File: src/rtl/bmt_pkg.sv
package bmt_pkg;

  localparam int unsigned TABLE_ENTRIES = 1048576;
  localparam int unsigned TABLE_AW      = $clog2(TABLE_ENTRIES);
  localparam int unsigned LIST_ENTRIES  = 256;
  localparam int unsigned LIST_AW       = $clog2(LIST_ENTRIES);
  localparam int unsigned LIST_CW       = LIST_AW + 1;
  localparam int unsigned SQ_W          = 6;
  localparam int unsigned FROM_LSB      = 12;
  localparam int unsigned TO_LSB        = 18;

  typedef enum logic [1:0] {
    REQ_STORE  = 2'd0,
    REQ_PROBE  = 2'd1,
    REQ_APPEND = 2'd2,
    REQ_CLEAR  = 2'd3
  } req_e;

  typedef enum logic [2:0] {
    ST_STORED       = 3'd0,
    ST_SKIPPED      = 3'd1,
    ST_MISS         = 3'd2,
    ST_HIT_ABSENT   = 3'd3,
    ST_HIT_FRONT    = 3'd4,
    ST_APPENDED     = 3'd5,
    ST_FULL         = 3'd6,
    ST_CLEAR_OR_BAD = 3'd7
  } status_e;

  typedef enum logic [1:0] {
    TOP_NONE,
    TOP_RD,
    TOP_WR,
    TOP_CLR
  } tab_op_e;

  typedef enum logic [3:0] {
    LOP_NONE,
    LOP_STORE_RD,
    LOP_SCAN_FIRST,
    LOP_SCAN_NEXT,
    LOP_SHIFT_START,
    LOP_SHIFT_STEP,
    LOP_FRONT,
    LOP_APPEND,
    LOP_CLEAR
  } list_op_e;

  typedef struct packed {
    logic [1:0]  req_type;
    logic [19:0] table_index;
    logic [5:0]  search_depth;
    logic [7:0]  move_index;
    logic [31:0] move_word;
  } req_t;

  typedef struct packed {
    logic [2:0] status;
    logic [5:0] found_from;
    logic [5:0] found_to;
    logic [8:0] list_length;
  } rsp_t;

  typedef struct packed {
    logic            valid;
    logic [5:0]      depth;
    logic [SQ_W-1:0] from_sq;
    logic [SQ_W-1:0] to_sq;
  } entry_t;

  typedef struct packed {
    logic     load_req;
    tab_op_e  tab_op;
    list_op_e list_op;
    logic     latch_entry;
    logic     load_out;
    status_e  out_status;
  } cmd_t;

  typedef struct packed {
    logic [1:0] req_type;
    logic       bound_bad;
    logic       tab_valid;
    logic       depth_ok;
    logic       list_full;
    logic       list_empty;
    logic       match;
    logic       ptr_zero;
    logic       ptr_one;
    logic       scan_last;
    logic       clear_last;
  } stat_t;

endpackage

File: src/rtl/bmt_ctrl.sv
module bmt_ctrl (
  input  logic           clk_i,
  input  logic           rst_ni,
  input  logic           in_valid_i,
  output logic           in_ready_o,
  output logic           out_valid_o,
  input  logic           out_ready_i,
  input  bmt_pkg::stat_t stat_i,
  output bmt_pkg::cmd_t  cmd_o
);

  typedef enum logic [3:0] {
    S_CLEAR,
    S_IDLE,
    S_DECODE,
    S_STORE,
    S_PROBE,
    S_SCAN,
    S_SHIFT,
    S_FRONT,
    S_FINISH
  } state_e;

  state_e            state_q, state_d;
  bmt_pkg::status_e  status_q, status_d;
  logic              out_valid_q, out_valid_d;

  always_comb begin
    state_d     = state_q;
    status_d    = status_q;
    out_valid_d = out_valid_q & ~out_ready_i;
    cmd_o       = '0;
    cmd_o.out_status = status_q;
    case (state_q)
      S_CLEAR: begin
        cmd_o.tab_op = bmt_pkg::TOP_CLR;
        if (stat_i.clear_last) begin
          state_d = S_IDLE;
        end
      end
      S_IDLE: begin
        if (in_valid_i) begin
          cmd_o.load_req = 1'b1;
          state_d        = S_DECODE;
        end
      end
      S_DECODE: begin
        case (stat_i.req_type)
          bmt_pkg::REQ_STORE: begin
            if (stat_i.bound_bad) begin
              status_d = bmt_pkg::ST_CLEAR_OR_BAD;
              state_d  = S_FINISH;
            end else begin
              cmd_o.tab_op  = bmt_pkg::TOP_RD;
              cmd_o.list_op = bmt_pkg::LOP_STORE_RD;
              state_d       = S_STORE;
            end
          end
          bmt_pkg::REQ_PROBE: begin
            cmd_o.tab_op = bmt_pkg::TOP_RD;
            state_d      = S_PROBE;
          end
          bmt_pkg::REQ_APPEND: begin
            if (stat_i.list_full) begin
              status_d = bmt_pkg::ST_FULL;
            end else begin
              cmd_o.list_op = bmt_pkg::LOP_APPEND;
              status_d      = bmt_pkg::ST_APPENDED;
            end
            state_d = S_FINISH;
          end
          default: begin
            cmd_o.list_op = bmt_pkg::LOP_CLEAR;
            status_d      = bmt_pkg::ST_CLEAR_OR_BAD;
            state_d       = S_FINISH;
          end
        endcase
      end
      S_STORE: begin
        if (!stat_i.tab_valid || stat_i.depth_ok) begin
          cmd_o.tab_op = bmt_pkg::TOP_WR;
          status_d     = bmt_pkg::ST_STORED;
        end else begin
          status_d = bmt_pkg::ST_SKIPPED;
        end
        state_d = S_FINISH;
      end
      S_PROBE: begin
        if (!stat_i.tab_valid) begin
          status_d = bmt_pkg::ST_MISS;
          state_d  = S_FINISH;
        end else begin
          cmd_o.latch_entry = 1'b1;
          if (stat_i.list_empty) begin
            status_d = bmt_pkg::ST_HIT_ABSENT;
            state_d  = S_FINISH;
          end else begin
            cmd_o.list_op = bmt_pkg::LOP_SCAN_FIRST;
            state_d       = S_SCAN;
          end
        end
      end
      S_SCAN: begin
        if (stat_i.match) begin
          if (stat_i.ptr_zero) begin
            status_d = bmt_pkg::ST_HIT_FRONT;
            state_d  = S_FINISH;
          end else begin
            cmd_o.list_op = bmt_pkg::LOP_SHIFT_START;
            state_d       = S_SHIFT;
          end
        end else if (stat_i.scan_last) begin
          status_d = bmt_pkg::ST_HIT_ABSENT;
          state_d  = S_FINISH;
        end else begin
          cmd_o.list_op = bmt_pkg::LOP_SCAN_NEXT;
        end
      end
      S_SHIFT: begin
        cmd_o.list_op = bmt_pkg::LOP_SHIFT_STEP;
        if (stat_i.ptr_one) begin
          state_d = S_FRONT;
        end
      end
      S_FRONT: begin
        cmd_o.list_op = bmt_pkg::LOP_FRONT;
        status_d      = bmt_pkg::ST_HIT_FRONT;
        state_d       = S_FINISH;
      end
      S_FINISH: begin
        if (!out_valid_q || out_ready_i) begin
          cmd_o.load_out = 1'b1;
          out_valid_d    = 1'b1;
          state_d        = S_IDLE;
        end
      end
      default: begin
        state_d = S_IDLE;
      end
    endcase
  end

  always_ff @(posedge clk_i or negedge rst_ni) begin
    if (!rst_ni) begin
      state_q     <= S_CLEAR;
      status_q    <= bmt_pkg::ST_STORED;
      out_valid_q <= 1'b0;
    end else begin
      state_q     <= state_d;
      status_q    <= status_d;
      out_valid_q <= out_valid_d;
    end
  end

  assign in_ready_o  = state_q == S_IDLE;
  assign out_valid_o = out_valid_q;

endmodule
File: config.mk
export PLATFORM = sky130hd
export DESIGN_NAME = bmt_ctrl
export DESIGN_NICKNAME = d
export VERILOG_FILES = /design/src/rtl/bmt_pkg.sv /design/src/rtl/bmt_ctrl.sv
export SDC_FILE = /design/constraint.sdc
export NUM_CORES = 1
export LEC_CHECK = 0
export ABC_AREA = 1
export BUFFER_PORTS_ARGS = -buffer_cell sky130_fd_sc_hd__buf_2
export CAP_MARGIN = 20
export CORE_MARGIN = 1.5
export CORE_UTILIZATION = 46
export CTS_CLUSTER_DIAMETER = 60
export DETAILED_ROUTE_END_ITERATION = 8
export PLACE_DENSITY = 0.76
export SYNTH_ARGS = -nofsm -noshare
export SYNTH_HDL_FRONTEND = slang
export SYNTH_SLANG_ARGS = --single-unit
File: constraint.sdc
create_clock -name clk_i -period 1.49 [get_ports clk_i]
set_input_delay 0.149 -clock clk_i [delete_from_list [all_inputs] [get_ports clk_i]]
set_output_delay 0.149 -clock clk_i [all_outputs]
set_load 0.01 [all_outputs]
==> results of run 1 <==
metal layers:
layer | wire length (um) | track usage (%) | share of wire, %
met2 | 1290 | 44.7 | 51
met5 | 0 | 0 | 0
met1 | 1070 | 34.4 | 42
met4 | 41 | 8.48 | 1.6
met3 | 131 | 6.12 | 5.2
stage by stage:
stage | hold slack (ps) | utilization (%) | instance area (sq um) | cells
2_1_floorplan | -147 | - | 788 | 129
3_3_place_gp | -5.71 | 61.4 | 957 | 175
3_5_place_dp | 1.81 | 61.4 | 957 | 175
4_1_cts | 103 | 72.5 | 1130 | 187
5_1_grt | 135 | 78.5 | 1220 | 196
6_report | 113 | 78.5 | 1220 | 196
worst paths after layout:
check,start,to,slack (ps),cells after the start
max in group asynchronous,rst_ni,state_q[2],1050,2
hold / removal,out_ready_i,out_valid_o,110,2
hold reg to reg,status_q[0],status_q[0],470,2
min in group asynchronous,rst_ni,status_q[0],250,2
setup / recovery,state_q[2],cmd_o[6],-80,6
setup reg to reg,state_q[2],state_q[0],60,9
layout make-up:
| type | count | share of cell area (%) |
|---|---|---|
| timing repair buffer | 49 | 25.8 |
| clock buffer | 3 | 1.84 |
| sequential | 8 | 16.8 |
| multi-input combinational | 99 | 47.1 |
| tap | 16 | 1.64 |
| inverter | 21 | 6.85 |
power groups by stage:
stage | logic (mW) | registers [mW] | clock network, mW
floorplan | 0.703 | 0.436 | 0
global route | 1.61 | 0.485 | 0.185
finish | 1.47 | 0.468 | 0.176
global placement | 1.02 | 0.429 | 0
CTS | 1.29 | 0.459 | 0.172
detailed placement | 1.03 | 0.432 | 0
registers in the layout (all words and copies together), names as in the netlist:
register     count
state_q          4
status_q         3
out_valid_o      1
cells in the final DEF, fill, tap and decap left out, drive strengths merged:
cell type,n
buf,48
nand2,44
nor2,23
inv,21
nand3,20
dfrtp,8
clkbuf,3
o21ai,3
a21oi,3
nand3b,2
o31ai,1
nor3,1
nand4,1
o211ai,1
dlygate4sd3,1
kinds of logic (layout without fill, tap and decap cells):
kind of cell	count (synthesis)	after routing	synth area share [%]
AND/OR/NAND/NOR	91	91	57.0
AO/OA/AOI/OAI	8	8	6.19
buffers and inverters	22	73	11.4
flip-flops	8	8	25.4
worst max-delay path, delay by kind of cell (launching register included):
family          cells  cell delay (ps)
compound gates      1              160
buf+inv             3              420
flops               1              460
simple gates        2              140
repair_timing:
action	in CTS	in global routing
hold buffers	1	0
buffers inserted	8	9
setup endpoints to repair	9	11
pin swaps	5	6
endpoints found under the hold margin	8	0
resized for setup	22	7
==> qor.csv, run 1 <==
stage;metric;value;unit
cells_and_area;area_growth;55.2;%
worst_setup_path;cp_data_arrival_time;1420;ps
placement;gp_congestion;0.951;
worst_setup_path;startpoint_type;flip-flop;
pwr;netSwitchingFraction;49.3;%
detailed_routing;drtIter0Drc;41;
yosys;ys_seq_area_share;25.4;%
cells_and_area;diodes;0;
worst_setup_path;cp_cell_sequence;inv_4 -> nor2_8 -> buf_4 -> a21oi_4 -> nand3_1 -> buf_2;
pwr;seqPwrFrac;22.2;%
sta;final-hold-violation-count;0;
clock_network;clk_latency;260;ps
sta;clock-skew-final;9.26;ps
yosys;synth_seq_cells;8;
pwr;ir_drop;896;uV
pwr;intPower;1.07;mW
floorplanning;die_x;44.4;um
sta;slew_headroom;85.0;%
yosys;ys_async_sr_fraction;100;%
sta;period_minus_slack;1570;ps
pwr;switching_power;1.04;mW
detailed_routing;routed_wl;2540;um
yosys;synth-edff-count;0;
outcome;status;finished, violations left;
sta;setup_slack;-82.9;ps
outcome;failed_checks;DRC, setup timing;
detailed_routing;antenna_left;0;
global_route;grt_pass1_wl;3900;um
sta;drv_slew;0;
worst_setup_path;end_kind;primary output;
placement;portBuffers;29;
global_route;grt_max_degree;9;
yosys;synth.most_common_cell;nand2_1;
cells_and_area;layout-drive-gt1-share;47.8;%
floorplanning;ios;30;
clock_network;cts_sinks;8;
clock_network;clk_pin_slew;50;ps
sta;fmax;636;MHz
clock_network;cts_tree;built;
cells_and_area;register_area;205;sq um
yosys;synth_cell_types;20;
cells_and_area;fillCellCount;106;
cells_and_area;multiInputGateArea;577;sq um
floorplanning;fp.dieArea;0.00197;sq mm
global_route;grtUsageTotal;26.9;%
pwr;finalPower;2.11;mW
worst_setup_path;slowest_delay;460;ps
cells_and_area;nets;198;
yosys;yosys-top-cells-area;dfrtp_1 25%, nand2_1 19%, nand3_1 9.5%, inv_1 8.6%, nor2_1 7.1%;
worst_setup_path;critical_path_class;flip-flop to primary output;
placement;place_ws;22.5;ps
global_route;antenna_found_initial;0;
sta;rsz0062_at_grt;true;
yosys;syn_area;788;sq um
yosys;yosysTopAreaCellShare;25.4;%
clock_network;clock_path_buffers;2;
yosys;netlist_instances;129;
yosys;synth_top_cell_by_area;dfrtp_1;
pwr;power_frac_comb;69.5;%
global_route;grt_remaining_overflow;0;
placement;hpwl;1650;um
yosys;synth_common_cells;39 x nand2_1, 18 x inv_1, 15 x nand3_1, 15 x nor2_1, 8 x dfrtp_1;
clock_network;cts_root_buf;clkbuf_4;
worst_setup_path;cp.required;1340;ps
pwr;p_leak;0.717;nW
worst_setup_path;cp_max_fo;6;
sta;tns;-290;ps
yosys;ys.flop_type;dfrtp_1;
yosys;synth_fp_nets;145;
floorplanning;die_h;44.4;um
clock_network;cts-buffers-inserted;3;
sta;tightest_slew;226;ps
detailed_routing;drt-vias-per-instance;5.21;
clock_network;cts_max_level;1;
floorplanning;initial_core_util;50.6;%
sta;post-route-period-util;106;%
yosys;avgSynthCellArea;6.11;sq um
pwr;powerDensity;1720;mW/mm^2
floorplanning;rows;14;
detailed_routing;wl_per_cell;12.9;um
detailed_routing;dr_total_vias;1021;
detailed_routing;dr.pass1.iters;6;
floorplanning;core_area;0.00156;sq mm
detailed_routing;drc_errors;3;
worst_setup_path;slowest_stage;dfrtp_2;
sta;setup_violations;6;
hold_path;hold_path_class;input port to flip-flop;
run;maxCapViolations;0;
global_route;grt_pass1_vias;930;
pwr;p_clk_share;8.3;%
yosys;yosys_warnings;0;
Note: power is estimated with default switching activity, not from simulation.
==> run 2: changes to the inputs <==
Settings changed: CORE_MARGIN 1.5 to default, REMOVE_ABC_BUFFERS from default to 1.
==> run 2 against run 1 <==
Against the previous run:
- the flow finishes with violations (setup timing)
- via count up 3.2%
- combinational power hardly changed
- worst setup slack worse by 68 ps
- die area fell by 4.5%
- sequential cell count did not move
- sequential power shrank 3%
- non-clock buffer count fell by 1
- global-route usage rose by 3.3 points
- sequential share of layout area is the same
- critical endpoint unchanged
- largest cell class unchanged
- largest power group unchanged
==> qor.csv, run 2 (synthesized netlist as in run 1, its figures left out) <==
stage;metric;value;unit;change
placement;hpwl;1700;um;+3.0%
cells_and_area;area_growth;55.2;%;unchanged
worst_setup_path;cp_cell_sequence;inv_4 -> nor2_4 -> nand2_2 -> nor2_4 -> a21oi_2 -> nand3_1 -> buf_2;;
pwr;ir_drop;996;uV;+11%
worst_setup_path;end_kind;primary output;;
worst_setup_path;crit_path_end;cmd_o[6];;
detailed_routing;drtIter0Drc;32;;-22%
global_route;antenna_found_initial;0;;unchanged
worst_setup_path;cp_top_family;flip-flops;;
cells_and_area;layout-drive-gt1-share;49.2;%;+1.4 points
floorplanning;fp.dieArea;0.00188;sq mm;-4.5%
global_route;grt_max_degree;9;;unchanged
floorplanning;die_x;43.4;um;-2.3%
global_route;grt_pass1_wl;4200;um;+7.6%
worst_setup_path;critical_path_class;flip-flop to primary output;;
floorplanning;core_area;0.00156;sq mm;unchanged
pwr;powerDensity;1720;mW/mm^2;-0.22%
clock_network;clk_latency;270;ps;about the same
sta;slew_headroom;82.2;%;-2.8 points
sta;fmax;609;MHz;-4.1%
global_route;grt-busiest-layer;met2;;
worst_setup_path;slowest_delay;490;ps;+30 ps
sta;drv_slew;0;;unchanged
sta;setup_slack;-151;ps;-68.0 ps
placement;portBuffers;29;;unchanged
placement;gp_congestion;0.904;;-4.9%
detailed_routing;wl_per_cell;13.8;um;+6.7%
worst_setup_path;cp.depth;7;;+1
worst_setup_path;path_buf_inv;2;;-1
worst_setup_path;cp_max_fo;7;;+1
worst_setup_path;worstSetupStartpoint;state_q[1];;
worst_setup_path;cp_data_arrival_time;1490;ps;+70 ps
cells_and_area;finalNonFillerCells;195;;-0.51%
run;maxCapViolations;0;;unchanged
clock_network;cts_tree;built;;
detailed_routing;dr_total_vias;1054;;+3.2%
worst_setup_path;slowest_stage;dfrtp_2;;
detailed_routing;antenna_left;0;;unchanged
placement;place_area;965;sq um;+0.78%
pwr;p_leak;0.708;nW;-1.2%
cells_and_area;final_common_cell;nand2_1;;
floorplanning;ios;30;;unchanged
sta;final-hold-violation-count;0;;unchanged
cells_and_area;fillCellCount;114;;+7.5%
worst_setup_path;cp.required;1340;ps;about the same
sta;clock-skew-final;10.5;ps;+1.28 ps
floorplanning;initial_core_util;50.6;%;unchanged
floorplanning;die_h;43.4;um;-2.3%
sta;rsz0062_at_grt;true;;
cells_and_area;largest_reg_flops;4;;unchanged
outcome;failed_checks;setup timing;;
clock_network;clk_pin_slew;70;ps;+20 ps
global_route;grt_use_met1;36.1;%;+1.7 points
clock_network;cts_sinks;8;;unchanged
sta;tns;-502;ps;-212 ps
sta;setup_violations;6;;unchanged
worst_setup_path;reg2reg_depth;9;;unchanged
placement;place_ws;66.9;ps;+44.4 ps
floorplanning;rows;14;;unchanged
sta;tightest_slew;267;ps;+41.0 ps
worst_setup_path;reg2reg_to;status_q[0];;
global_route;use_met3;6.67;%;+0.54 points
cells_and_area;diodes;0;;unchanged
cells_and_area;design_area;0.00122;sq mm;unchanged
hold_path;hold_path_class;input port to flip-flop;;
global_route;grtUsageTotal;30.2;%;+3.3 points
cells_and_area;final_cell_mix;36 x nand2_1, 28 x buf_2, 17 x buf_4;;
cells_and_area;largest-register;state_q;;
global_route;grtUsageMet2;49.1;%;+4.4 points
clock_network;cts_root_buf;clkbuf_4;;
clock_network;cts-buffers-inserted;3;;unchanged
worst_setup_path;r2r_slack;20;ps;-40 ps
sta;post-route-period-util;110;%;+4.6 points
clock_network;clock_path_buffers;2;;unchanged
worst_setup_path;r2r_start;state_q[3];;
detailed_routing;routed_wl;2690;um;+6.1%
worst_setup_path;startpoint_type;flip-flop;;
placement;placed_cells;176;;+0.57%
pwr;finalPower;2.11;mW;-0.22%
cells_and_area;nets;197;;-0.51%
global_route;grt_remaining_overflow;0;;unchanged
worst_setup_path;crit_path_frequent_cell;nor2_4;;
detailed_routing;drc_errors;0;;-3
clock_network;cts_max_level;1;;unchanged
sta;period_minus_slack;1640;ps;+68.0 ps
outcome;status;finished, violations left;;
global_route;grt_pass1_vias;958;;+3.0%
detailed_routing;dr.pass1.iters;4;;-2
detailed_routing;drt-vias-per-instance;5.41;;+3.8%
==> run 2: report_power, final <==
group / switching [mW] / internal [mW] / total (mW)
Sequential: 0.130 / 0.326 / 0.456
Combinational: 0.847 / 0.623 / 1.47
Clock: 0.0875 / 0.0930 / 0.181
Total: 1.06 / 1.04 / 2.11
==> run 2: area by class of cell <==
cell class / count / area [sq um] / area share, %
multi-input cells: 99 / 592 / 48.4
repair buffers: 48 / 300 / 24.5
flip-flops and latches: 8 / 205 / 16.8
inverters: 21 / 83.8 / 6.85
clock buffers: 3 / 22.5 / 1.84
well taps: 16 / 20.0 / 1.64
==> run 2: worst min path at each step <==
stage | startpoint | end | slack (ps) | depth (start not counted)
floorplan | rst_ni | out_valid_o | -150 | 0
global placement | rst_ni | status_q[0] | -4 | 1
detailed placement | rst_ni | status_q[1] | 4 | 1
CTS | out_ready_i | out_valid_o | 100 | 2
global route | out_ready_i | out_valid_o | 110 | 2
finish | out_ready_i | out_valid_o | 100 | 2
==> run 2: per-layer routing <==
| layer | vias to the layer above | share of wire [%] |
|---|---|---|
| li1 | 509 | - |
| met1 | 474 | 38 |
| met2 | 57 | 49 |
| met3 | 14 | 6.5 |
| met4 | 0 | 5.6 |
| met5 | - | 0 |
==> run 2: per-stage QoR <==
step / hold WS, ps / util [%]
floorplan: -147 / -
global placement: -3.63 / 61.9
detailed placement: 4.09 / 61.9
CTS: 98.1 / 73.8
global route: 111 / 78.5
finish: 98.7 / 78.5
==> run 2: timing repair <==
| item | in CTS | in global routing |
|---|---|---|
| pin swaps | 8 | 10 |
| setup buffers | 10 | 5 |
| endpoints found under the setup margin | 6 | 9 |
| resized for setup | 21 | 10 |
| hold buffers | 1 | 0 |
| hold endpoints to repair | 8 | 0 |
==> run 2: worst reg2reg max path: cells and delay by family (launching register included) <==
kind	cells	cell delay (ps)
simple gates	7	640
flops	1	480
buf+inv	2	290
